$ cat src/sv/dprt_pkg.sv
// ----------------------------------------------------------------------------
// Digit prefix route table package
// Shared widths, codes, entry layout and the prefix mask function.
// ----------------------------------------------------------------------------
`default_nettype none

package dprt_pkg;

   localparam int ADDR_W     = 60;
   localparam int CMD_W      = 2;
   localparam int COUNT_W    = 5;
   localparam int LEN_W      = 4;
   localparam int DEV_W      = 8;
   localparam int STATUS_W   = 2;
   localparam int DIGIT_W    = 4;
   localparam int ADDR_DIGITS = ADDR_W / DIGIT_W;

   localparam int DEF_TABLE_ENTRIES = 32;
   localparam int DEF_MAX_DIGITS    = 15;

   typedef enum logic [CMD_W-1:0] {
      CMD_ADD      = 2'd0,
      CMD_DELETE   = 2'd1,
      CMD_LOOKUP   = 2'd2,
      CMD_DEV_DOWN = 2'd3
   } command_type;

   typedef enum logic [STATUS_W-1:0] {
      STATUS_OK   = 2'd0,
      STATUS_BAD  = 2'd1,
      STATUS_FULL = 2'd2
   } status_type;

   typedef enum logic [2:0] {
      ST_CLEAR,
      ST_IDLE,
      ST_SCAN,
      ST_COMMIT,
      ST_REPLY
   } state_type;

   // One row of the table, valid bit included.
   typedef struct packed {
      logic              valid;
      logic [ADDR_W-1:0] digits;
      logic [LEN_W-1:0]  length;
      logic [DEV_W-1:0]  device;
   } entry_type;

   // Result of comparing one row against the item being worked on.
   typedef struct packed {
      logic len_eq;
      logic dev_eq;
      logic digits_eq;
   } cmp_res_type;

   // Mask covering the leading n digits, first digit in the top nibble.
   function automatic logic [ADDR_W-1:0] prefix_mask(input logic [LEN_W-1:0] n);
      logic [ADDR_W-1:0] mask;
      mask = '0;
      for (int d = 0; d < ADDR_DIGITS; d++) begin
         if (LEN_W'(d) < n) begin
            mask[ADDR_W-1-DIGIT_W*d -: DIGIT_W] = {DIGIT_W{1'b1}};
         end
      end
      return mask;
   endfunction

endpackage : dprt_pkg

`default_nettype wire

$ cat src/sv/dprt_if.sv
// ----------------------------------------------------------------------------
// Digit prefix route table channels
// Request and response channels with a valid/ready handshake.
// ----------------------------------------------------------------------------
`default_nettype none

interface dprt_req_if;
   logic                          valid;
   logic                          ready;
   logic [dprt_pkg::CMD_W-1:0]    command;
   logic [dprt_pkg::ADDR_W-1:0]   dest_address;
   logic [dprt_pkg::COUNT_W-1:0]  digit_count;
   logic [dprt_pkg::DEV_W-1:0]    device_id;

   modport source (output valid, command, dest_address, digit_count, device_id,
                   input ready);
   modport sink   (input valid, command, dest_address, digit_count, device_id,
                   output ready);
endinterface : dprt_req_if

interface dprt_rsp_if;
   logic                           valid;
   logic                           ready;
   logic [dprt_pkg::STATUS_W-1:0]  status;
   logic                           route_found;
   logic [dprt_pkg::DEV_W-1:0]     route_device;

   modport source (output valid, status, route_found, route_device, input ready);
   modport sink   (input valid, status, route_found, route_device, output ready);
endinterface : dprt_rsp_if

`default_nettype wire

$ cat src/sv/dprt_table.sv
// ----------------------------------------------------------------------------
// Route table storage
// Single write port, single registered read port memory of table rows.
// ----------------------------------------------------------------------------
`default_nettype none

module dprt_table #(
   parameter int ENTRIES = dprt_pkg::DEF_TABLE_ENTRIES,
   parameter int IDX_W   = (ENTRIES > 1) ? $clog2(ENTRIES) : 1
) (
   input  wire logic                clock,
   input  wire logic                wr_en,
   input  wire logic [IDX_W-1:0]    wr_addr,
   input  wire dprt_pkg::entry_type wr_data,
   input  wire logic                rd_en,
   input  wire logic [IDX_W-1:0]    rd_addr,
   output dprt_pkg::entry_type      rd_data
);
   import dprt_pkg::*;

   entry_type mem [ENTRIES];
   entry_type rd_data_ff;

   always_ff @(posedge clock) begin
      if (wr_en) begin
         mem[wr_addr] <= wr_data;
      end
   end

   always_ff @(posedge clock) begin
      if (rd_en) begin
         rd_data_ff <= mem[rd_addr];
      end
   end

   assign rd_data = rd_data_ff;

endmodule : dprt_table

`default_nettype wire

$ cat src/sv/dprt_cmp.sv
// ----------------------------------------------------------------------------
// Route table compare unit
// Masked prefix, length and device comparison of one row against the item.
// ----------------------------------------------------------------------------
`default_nettype none

module dprt_cmp (
   input  wire logic [dprt_pkg::ADDR_W-1:0] key_addr,
   input  wire logic [dprt_pkg::LEN_W-1:0]  key_len,
   input  wire logic [dprt_pkg::DEV_W-1:0]  key_dev,
   input  wire logic                        use_entry_len,
   input  wire dprt_pkg::entry_type         entry,
   output dprt_pkg::cmp_res_type            result
);
   import dprt_pkg::*;

   logic [LEN_W-1:0]  mask_len;
   logic [ADDR_W-1:0] mask;

   // A lookup masks with the stored length; add and delete use the item's.
   assign mask_len = use_entry_len ? entry.length : key_len;
   assign mask     = prefix_mask(mask_len);

   always_comb begin
      result.len_eq    = (entry.length == key_len);
      result.dev_eq    = (entry.device == key_dev);
      result.digits_eq = ((entry.digits & mask) == (key_addr & mask));
   end

endmodule : dprt_cmp

`default_nettype wire

$ cat src/sv/digit_prefix_route_table_unit.sv
// ----------------------------------------------------------------------------
// Digit prefix route table unit
// Longest-prefix route table over decimal digit addresses with add, delete,
// lookup and device-down commands, served by a sequential table walk.
// ----------------------------------------------------------------------------
// Each request item is a command against a table of TABLE_ENTRIES rows. The
// unit walks every row once through a single memory read port and a single
// shared compare unit, one row per cycle, and takes no new item until the
// walk is over and its response has been loaded. An add writes its new row
// in the commit state after the walk, whereas delete and device-down clear
// rows during the walk itself. After reset the unit runs a clearing pass,
// writing one empty row per cycle, and holds req.ready low until it has
// finished. One response item is produced for every request item, in
// order. The response sits in an output register, so a new request can be
// taken while the previous response still waits for rsp.ready; the unit
// then waits in the reply state only if that response is still unclaimed
// when the next one is ready.
// Status is ok, bad (add or delete with length above MAX_DIGITS, duplicate
// add, or delete that finds nothing) or full (add with no free row).
// route_found and route_device are only non-zero for a lookup that matched.
// ----------------------------------------------------------------------------
`default_nettype none

module digit_prefix_route_table_unit #(
   parameter int TABLE_ENTRIES = dprt_pkg::DEF_TABLE_ENTRIES,
   parameter int MAX_DIGITS    = dprt_pkg::DEF_MAX_DIGITS
) (
   input wire logic  clock,
   input wire logic  reset,
   dprt_req_if.sink  req,
   dprt_rsp_if.source rsp
);
   import dprt_pkg::*;

   localparam int IDX_W = (TABLE_ENTRIES > 1) ? $clog2(TABLE_ENTRIES) : 1;
   localparam int CNT_W = $clog2(TABLE_ENTRIES + 1);

   // Sequencer state.
   state_type state_ff, state_in;

   // Captured item.
   command_type       cmd_ff;
   logic [ADDR_W-1:0] addr_ff;
   logic [LEN_W-1:0]  len_ff;
   logic              len_bad_ff;
   logic [DEV_W-1:0]  dev_ff;

   // Walk control: cnt_ff addresses the next row to read, rd_tag_ff names
   // the row whose data is on the read port this cycle.
   logic [CNT_W-1:0] cnt_ff, cnt_in;
   logic             rd_live_ff, rd_live_in;
   logic [IDX_W-1:0] rd_tag_ff;

   // Accumulated walk results.
   logic             dup_ff, dup_in;
   logic             slot_found_ff, slot_found_in;
   logic [IDX_W-1:0] slot_ff, slot_in;
   logic             hit_ff, hit_in;
   logic             found_ff, found_in;
   logic [LEN_W-1:0] best_ff, best_in;
   logic [DEV_W-1:0] rdev_ff, rdev_in;

   // Response register.
   logic                rsp_valid_ff, rsp_valid_in;
   logic [STATUS_W-1:0] rsp_status_ff;
   logic                rsp_found_ff;
   logic [DEV_W-1:0]    rsp_device_ff;

   // Memory and compare unit connections.
   logic             wr_en;
   logic [IDX_W-1:0] wr_addr;
   entry_type        wr_data;
   logic             rd_en;
   logic [IDX_W-1:0] rd_addr;
   entry_type        rd_data;
   cmp_res_type      cmp;

   logic       req_take;
   logic       rsp_load;
   logic       walk_done;
   status_type status_now;

   dprt_table #(
      .ENTRIES (TABLE_ENTRIES),
      .IDX_W   (IDX_W)
   ) u_table (
      .clock   (clock),
      .wr_en   (wr_en),
      .wr_addr (wr_addr),
      .wr_data (wr_data),
      .rd_en   (rd_en),
      .rd_addr (rd_addr),
      .rd_data (rd_data)
   );

   dprt_cmp u_cmp (
      .key_addr      (addr_ff),
      .key_len       (len_ff),
      .key_dev       (dev_ff),
      .use_entry_len (cmd_ff == CMD_LOOKUP),
      .entry         (rd_data),
      .result        (cmp)
   );

   assign req_take  = (state_ff == ST_IDLE) && req.valid;
   assign walk_done = (cnt_ff == CNT_W'(TABLE_ENTRIES));
   assign rsp_load  = (state_ff == ST_REPLY) && (!rsp_valid_ff || rsp.ready);

   // Final status of the item, valid once the walk and any commit are over.
   always_comb begin
      status_now = STATUS_OK;
      case (cmd_ff)
         CMD_ADD: begin
            if (len_bad_ff || dup_ff) begin
               status_now = STATUS_BAD;
            end else if (!slot_found_ff) begin
               status_now = STATUS_FULL;
            end
         end
         CMD_DELETE: begin
            status_now = hit_ff ? STATUS_OK : STATUS_BAD;
         end
         default: begin
            status_now = STATUS_OK;
         end
      endcase
   end

   // Next state.
   always_comb begin
      state_in = state_ff;
      unique case (state_ff)
         ST_CLEAR: begin
            if (cnt_ff == CNT_W'(TABLE_ENTRIES - 1)) begin
               state_in = ST_IDLE;
            end
         end
         ST_IDLE: begin
            if (req.valid) begin
               state_in = ST_SCAN;
            end
         end
         ST_SCAN: begin
            // The last row is processed in the cycle that leaves the walk.
            if (walk_done && rd_live_ff) begin
               state_in = ST_COMMIT;
            end
         end
         ST_COMMIT: begin
            state_in = ST_REPLY;
         end
         ST_REPLY: begin
            if (!rsp_valid_ff || rsp.ready) begin
               state_in = ST_IDLE;
            end
         end
         default: begin
            state_in = ST_CLEAR;
         end
      endcase
   end

   // Sequencer outputs: memory ports, counter and accumulators.
   always_comb begin
      req.ready     = 1'b0;
      rd_en         = 1'b0;
      rd_addr       = cnt_ff[IDX_W-1:0];
      wr_en         = 1'b0;
      wr_addr       = rd_tag_ff;
      wr_data       = rd_data;
      wr_data.valid = 1'b0;
      cnt_in        = cnt_ff;
      rd_live_in    = 1'b0;
      dup_in        = dup_ff;
      slot_found_in = slot_found_ff;
      slot_in       = slot_ff;
      hit_in        = hit_ff;
      found_in      = found_ff;
      best_in       = best_ff;
      rdev_in       = rdev_ff;

      unique case (state_ff)
         ST_CLEAR: begin
            wr_en   = 1'b1;
            wr_addr = cnt_ff[IDX_W-1:0];
            wr_data = '0;
            cnt_in  = cnt_ff + CNT_W'(1);
         end
         ST_IDLE: begin
            req.ready     = 1'b1;
            cnt_in        = '0;
            dup_in        = 1'b0;
            slot_found_in = 1'b0;
            slot_in       = '0;
            hit_in        = 1'b0;
            found_in      = 1'b0;
            best_in       = '0;
            rdev_in       = '0;
         end
         ST_SCAN: begin
            if (!walk_done) begin
               rd_en      = 1'b1;
               rd_live_in = 1'b1;
               cnt_in     = cnt_ff + CNT_W'(1);
            end
            if (rd_live_ff) begin
               case (cmd_ff)
                  CMD_ADD: begin
                     if (rd_data.valid) begin
                        if (cmp.len_eq && cmp.digits_eq) begin
                           dup_in = 1'b1;
                        end
                     end else if (!slot_found_ff) begin
                        slot_found_in = 1'b1;
                        slot_in       = rd_tag_ff;
                     end
                  end
                  CMD_DELETE: begin
                     // Only the first matching row goes.
                     if (!len_bad_ff && !hit_ff && rd_data.valid && cmp.len_eq &&
                         cmp.dev_eq && cmp.digits_eq) begin
                        wr_en  = 1'b1;
                        hit_in = 1'b1;
                     end
                  end
                  CMD_LOOKUP: begin
                     if (rd_data.valid && cmp.digits_eq &&
                         (!found_ff || (rd_data.length > best_ff))) begin
                        found_in = 1'b1;
                        best_in  = rd_data.length;
                        rdev_in  = rd_data.device;
                     end
                  end
                  default: begin
                     if (rd_data.valid && cmp.dev_eq) begin
                        wr_en = 1'b1;
                     end
                  end
               endcase
            end
         end
         ST_COMMIT: begin
            if (cmd_ff == CMD_ADD && !len_bad_ff && !dup_ff && slot_found_ff) begin
               wr_en          = 1'b1;
               wr_addr        = slot_ff;
               wr_data.valid  = 1'b1;
               wr_data.digits = addr_ff & prefix_mask(len_ff);
               wr_data.length = len_ff;
               wr_data.device = dev_ff;
            end
         end
         ST_REPLY: begin
         end
         default: begin
         end
      endcase
   end

   // Response handshake: load replaces, a taken item empties the register.
   always_comb begin
      rsp_valid_in = rsp_valid_ff;
      if (rsp_load) begin
         rsp_valid_in = 1'b1;
      end else if (rsp.ready) begin
         rsp_valid_in = 1'b0;
      end
   end

   always_ff @(posedge clock) begin
      if (reset) begin
         state_ff     <= ST_CLEAR;
         cnt_ff       <= '0;
         rd_live_ff   <= 1'b0;
         rsp_valid_ff <= 1'b0;
      end else begin
         state_ff     <= state_in;
         cnt_ff       <= cnt_in;
         rd_live_ff   <= rd_live_in;
         rsp_valid_ff <= rsp_valid_in;
      end
   end

   always_ff @(posedge clock) begin
      rd_tag_ff     <= rd_addr;
      dup_ff        <= dup_in;
      slot_found_ff <= slot_found_in;
      slot_ff       <= slot_in;
      hit_ff        <= hit_in;
      found_ff      <= found_in;
      best_ff       <= best_in;
      rdev_ff       <= rdev_in;
      if (req_take) begin
         cmd_ff     <= command_type'(req.command);
         addr_ff    <= req.dest_address;
         len_ff     <= req.digit_count[LEN_W-1:0];
         len_bad_ff <= (req.digit_count > COUNT_W'(MAX_DIGITS));
         dev_ff     <= req.device_id;
      end
      if (rsp_load) begin
         rsp_status_ff <= status_now;
         rsp_found_ff  <= found_ff;
         rsp_device_ff <= rdev_ff;
      end
   end

   assign rsp.valid        = rsp_valid_ff;
   assign rsp.status       = rsp_status_ff;
   assign rsp.route_found  = rsp_found_ff;
   assign rsp.route_device = rsp_device_ff;

endmodule : digit_prefix_route_table_unit

`default_nettype wire
$ cat src/flat_wrapper.sv
// flat-port wrapper written by rule: the top's interface ports become plain ports
module digit_prefix_route_table_unit_flat import dprt_pkg::*;
#(
   parameter int TABLE_ENTRIES = dprt_pkg::DEF_TABLE_ENTRIES,
   parameter int MAX_DIGITS    = dprt_pkg::DEF_MAX_DIGITS
)
  (clock, reset, req_valid, req_command, req_dest_address, req_digit_count, req_device_id, req_ready, rsp_valid, rsp_status, rsp_route_found, rsp_route_device, rsp_ready);
  dprt_req_if req_i ();
  dprt_rsp_if rsp_i ();
  input wire logic clock;
  input wire logic reset;
  input wire logic [$bits(req_i.valid)-1:0] req_valid;
  input wire logic [$bits(req_i.command)-1:0] req_command;
  input wire logic [$bits(req_i.dest_address)-1:0] req_dest_address;
  input wire logic [$bits(req_i.digit_count)-1:0] req_digit_count;
  input wire logic [$bits(req_i.device_id)-1:0] req_device_id;
  output wire logic [$bits(req_i.ready)-1:0] req_ready;
  output wire logic [$bits(rsp_i.valid)-1:0] rsp_valid;
  output wire logic [$bits(rsp_i.status)-1:0] rsp_status;
  output wire logic [$bits(rsp_i.route_found)-1:0] rsp_route_found;
  output wire logic [$bits(rsp_i.route_device)-1:0] rsp_route_device;
  input wire logic [$bits(rsp_i.ready)-1:0] rsp_ready;
  assign req_i.valid = req_valid;
  assign req_i.command = req_command;
  assign req_i.dest_address = req_dest_address;
  assign req_i.digit_count = req_digit_count;
  assign req_i.device_id = req_device_id;
  assign req_ready = req_i.ready;
  assign rsp_valid = rsp_i.valid;
  assign rsp_status = rsp_i.status;
  assign rsp_route_found = rsp_i.route_found;
  assign rsp_route_device = rsp_i.route_device;
  assign rsp_i.ready = rsp_ready;
  digit_prefix_route_table_unit #(.TABLE_ENTRIES(TABLE_ENTRIES), .MAX_DIGITS(MAX_DIGITS)) u_core (.clock(clock), .reset(reset), .req(req_i), .rsp(rsp_i));
endmodule
$ cat config.mk
export PLATFORM = sky130hd
export DESIGN_NAME = digit_prefix_route_table_unit_flat
export DESIGN_NICKNAME = d
export VERILOG_FILES = /design/src/sv/dprt_pkg.sv /design/src/sv/dprt_if.sv /design/src/sv/dprt_table.sv /design/src/sv/dprt_cmp.sv /design/src/sv/digit_prefix_route_table_unit.sv /design/src/flat_wrapper.sv
export SDC_FILE = /design/constraint.sdc
export NUM_CORES = 2
export LEC_CHECK = 0
export BUFFER_PORTS_ARGS = -buffer_cell sky130_fd_sc_hd__buf_4
export CORE_MARGIN = 2
export CORE_UTILIZATION = 65
export CTS_BUF_LIST = sky130_fd_sc_hd__clkbuf_8
export CTS_CLUSTER_SIZE = 10
export DETAILED_ROUTE_END_ITERATION = 6
export PLACE_DENSITY = 0.82
export SLEW_MARGIN = 20
export SYNTH_ARGS = -nofsm -noshare
export SYNTH_HDL_FRONTEND = slang
export SYNTH_SLANG_ARGS = --single-unit
$ cat constraint.sdc
create_clock -name clock -period 9.39 [get_ports clock]
set_input_delay 1.878 -clock clock [delete_from_list [all_inputs] [get_ports clock]]
set_output_delay 1.878 -clock clock [all_outputs]
set_load 0.05 [all_outputs]
==> flow_summary.ini <==
[status]
outcome = complete, no violations

[critical_path]
start_kind = flop
worstPathRequired_ns = 10.07
arrival_ns = 6.05
crit_fanout = 45
rr_worst_depth = 10
cp-end-kind = flop
critPathKind = reg -> reg

[power_and_ir_drop]
finalPower_w = 0.0318
sw_frac_of_total = 0.295
power_density_nw_per_um2 = 294
p_leak_nw = 34.2
ir_worst_vdd_v = 0.000274
power_frac_clock = 0.263
combPwrFrac = 0.256
pwr-share-seq = 0.482
internal_power_w = 0.0224
p_sw_w = 0.00938

[clock_tree]
cts.clk_slew.worst_paths_ns = 0.07
numCtsBuffers = 393
cts_tree = built
cts_setup_buffers = 0
clk_path_buf_depth = 4
clock-sinks = 2532
ctsResizeCount = 0
root_buffer = clkbuf_8
h-tree-depth = 5
ctsHoldBuffers = 0
clock_latency_ns = 1.07

[die]
ios = 92
die_h_um = 391
die_w_um = 391
initial_utilization = 0.657
rows = 141
die_area_um2 = 153000
coreArea_um2 = 148000

[synthesis]
synth_top_area_frac = 0.776
ys_warn_count = 0
syn_avg_cell_area_um2 = 24.0
netlist_instances = 4047
synth_edf_count = 2516
yosys-top-cells-count = edfxtp_1, mux4_2, clkbuf_1
synthFlopType = edfxtp_1
yosys.cell_types.count = 56
ys_ff_latch = 2532
yosysTopAreaCell = edfxtp_1
synthTopCellsByArea = edfxtp_1, mux4_2, mux2_2
async_flop_share = 0
yosysMostFrequentCell = edfxtp_1
syn_area_um2 = 97300
seq_area_frac_synth = 0.780
syn_nets = 4132

[sta]
slew_violations = 0
min_period_over_period = 0.572
hold_violations = 0
rsz0062_at_grt = no
skew_ns = 0.0828
fmax_ghz = 0.186
fin_setup_tns_ns = 0
slew-limit-headroom = 0.208
worst_pin_slew_ns = 1.19
finalSetupViolations = 0
period_needed_ns = 5.37

[global_routing]
grtUsageTotal = 0.316
grt_pass1_wl_um = 338000
grt_pass1_vias = 48485
overflow = 0
grt_start_max_net_pins = 157
antenna_found_initial = 5

[job]
cap_violations = 0

[detailed_routing]
ant_nets = 0
vias_per_cell = 7.06
routed_wl_um = 236000
drc = 0
vias = 47312
wl_per_cell_um = 35.2
first_pass_iters = 6
drt_iter0_drc = 7458

[placement]
dp_hpwl_um = 126000
place.gp.congestion = 0.869
dpl-instance-area_um2 = 101000
io_buffers = 91

[worst_hold_path]
hp-class = reg -> reg
hold_depth = 0

[cells_and_area]
fin_area_um2 = 108000
syn2layout_area_growth_pct = 11.1
final_nets = 4561
fill_cells = 7589
drive_gt1_frac = 0.335
-- kinds of logic after synthesis --
| kind of cell | count (synthesis) | synth area share |
|---|---|---|
| and+or+nand+nor | 274 | 0.0160 |
| AOI/OAI and AO/OA | 122 | 0.00840 |
| xor gates and xnor gates | 77 | 0.00693 |
| muxes | 813 | 0.178 |
| DFF | 2532 | 0.780 |
| adders and majority gates | 6 | 0.000771 |
| buffers and inverters | 223 | 0.00975 |
-- state kept, by name, indices dropped and copies added, names as in the netlist, 2 cells and up --
signal,count
u_core.rsp.status,2
u_core.best_ff,4
u_core.state_ff,3
u_core.rd_tag_ff,5
u_core.cmd_ff,2
u_core.rdev_ff,8
u_core.len_ff,4
u_core.u_table.rd_data,73
u_core.dev_ff,8
u_core.cnt_ff,6
u_core.slot_ff,5
u_core.u_table.mem,2336
u_core.addr_ff,60
u_core.rsp.route_device,8
-- metal layers --
layer | vias to the layer above | wire length (um) | track usage
li1 | 18296 | - | -
met1 | 24630 | 80700 | 0.427
met2 | 3790 | 118000 | 0.505
met3 | 588 | 28100 | 0.0754
met4 | 8 | 9420 | 0.130
met5 | - | 90 | 0
-- metrics by stage --
stage	hold slack (ns)	utilization	setup slack [ns]	instances
floorplan	0.329	-	1.87	4047
global placement	0.409	0.682	4.34	6009
detailed placement	0.411	0.682	4.39	6009
CTS	0.431	0.729	4.34	6698
global route	0.430	0.730	4.05	6702
finish	0.430	0.730	4.02	6702
-- worst max-delay path, stage by stage, from the launching register on --
cell and delay (ns):
edfxtp_1 0.87, nor2_1 0.15, mux2i_1 0.80, o41ai_2 0.40, a311oi_1 0.49, nor3_2 0.12
a31oi_4 0.14, buf_4 0.72, nor3_4 0.09, buf_4 0.45, buf_4 0.52
-- layout by cell type, fill, tap and decap left out, types with 6 or more instances in the layout --
| cell | n |
|---|---|
| a21oi_1 | 14 |
| a22o_1 | 16 |
| a22o_2 | 9 |
| and2_1 | 20 |
| buf_12 | 7 |
| buf_4 | 237 |
| bufinv_16 | 12 |
| clkbuf_8 | 400 |
| clkinv_1 | 100 |
| clkinv_2 | 50 |
| clkinvlp_4 | 7 |
| dfxtp_1 | 11 |
| edfxtp_1 | 2516 |
| ha_1 | 6 |
| inv_1 | 125 |
| mux2_2 | 76 |
| mux2i_1 | 7 |
| mux4_2 | 730 |
| nand2_1 | 91 |
| nand3_1 | 31 |
| nand4_1 | 21 |
| nor2_1 | 33 |
| nor2b_1 | 7 |
| nor3_1 | 7 |
| nor3_4 | 16 |
| nor3b_4 | 16 |
| o21ai_0 | 7 |
| o21ai_1 | 42 |
| xnor2_1 | 61 |
| xor2_1 | 16 |
-- final timing paths --
kind                           from                         end  slack [ns]
setup / recovery   u_core.len_ff[1]  u_core.u_table.mem[13][28]        4.02
hold / removal    u_core.rdev_ff[4]  u_core.rsp.route_device[4]        0.43
setup reg to reg   u_core.len_ff[1]  u_core.u_table.mem[13][28]        4.02
hold reg to reg   u_core.rdev_ff[4]  u_core.rsp.route_device[4]        0.43
-- power groups by stage --
| stage | Combinational, W | Sequential [W] | Clock (W) |
|---|---|---|---|
| floorplan | 0.00535 | 0.0154 | 0 |
| global placement | 0.00778 | 0.0155 | 0 |
| detailed placement | 0.00805 | 0.0156 | 0 |
| CTS | 0.00809 | 0.0153 | 0.00845 |
| global route | 0.00853 | 0.0154 | 0.00889 |
| finish | 0.00813 | 0.0153 | 0.00835 |
-- area by class of cell --
class	instances	area (um2)	area share
multi-input combinational	1292	20800	0.192
clock buffer	400	5510	0.0509
inverter	9	36.3	0.000336
timing repair buffer	248	1980	0.0183
sequential	2532	75900	0.702
tap	1930	2410	0.0223
antenna	2	5.00	0.0000463
clock inverter	289	1500	0.0139
No activity file was read; power rests on OpenSTA's default activity.
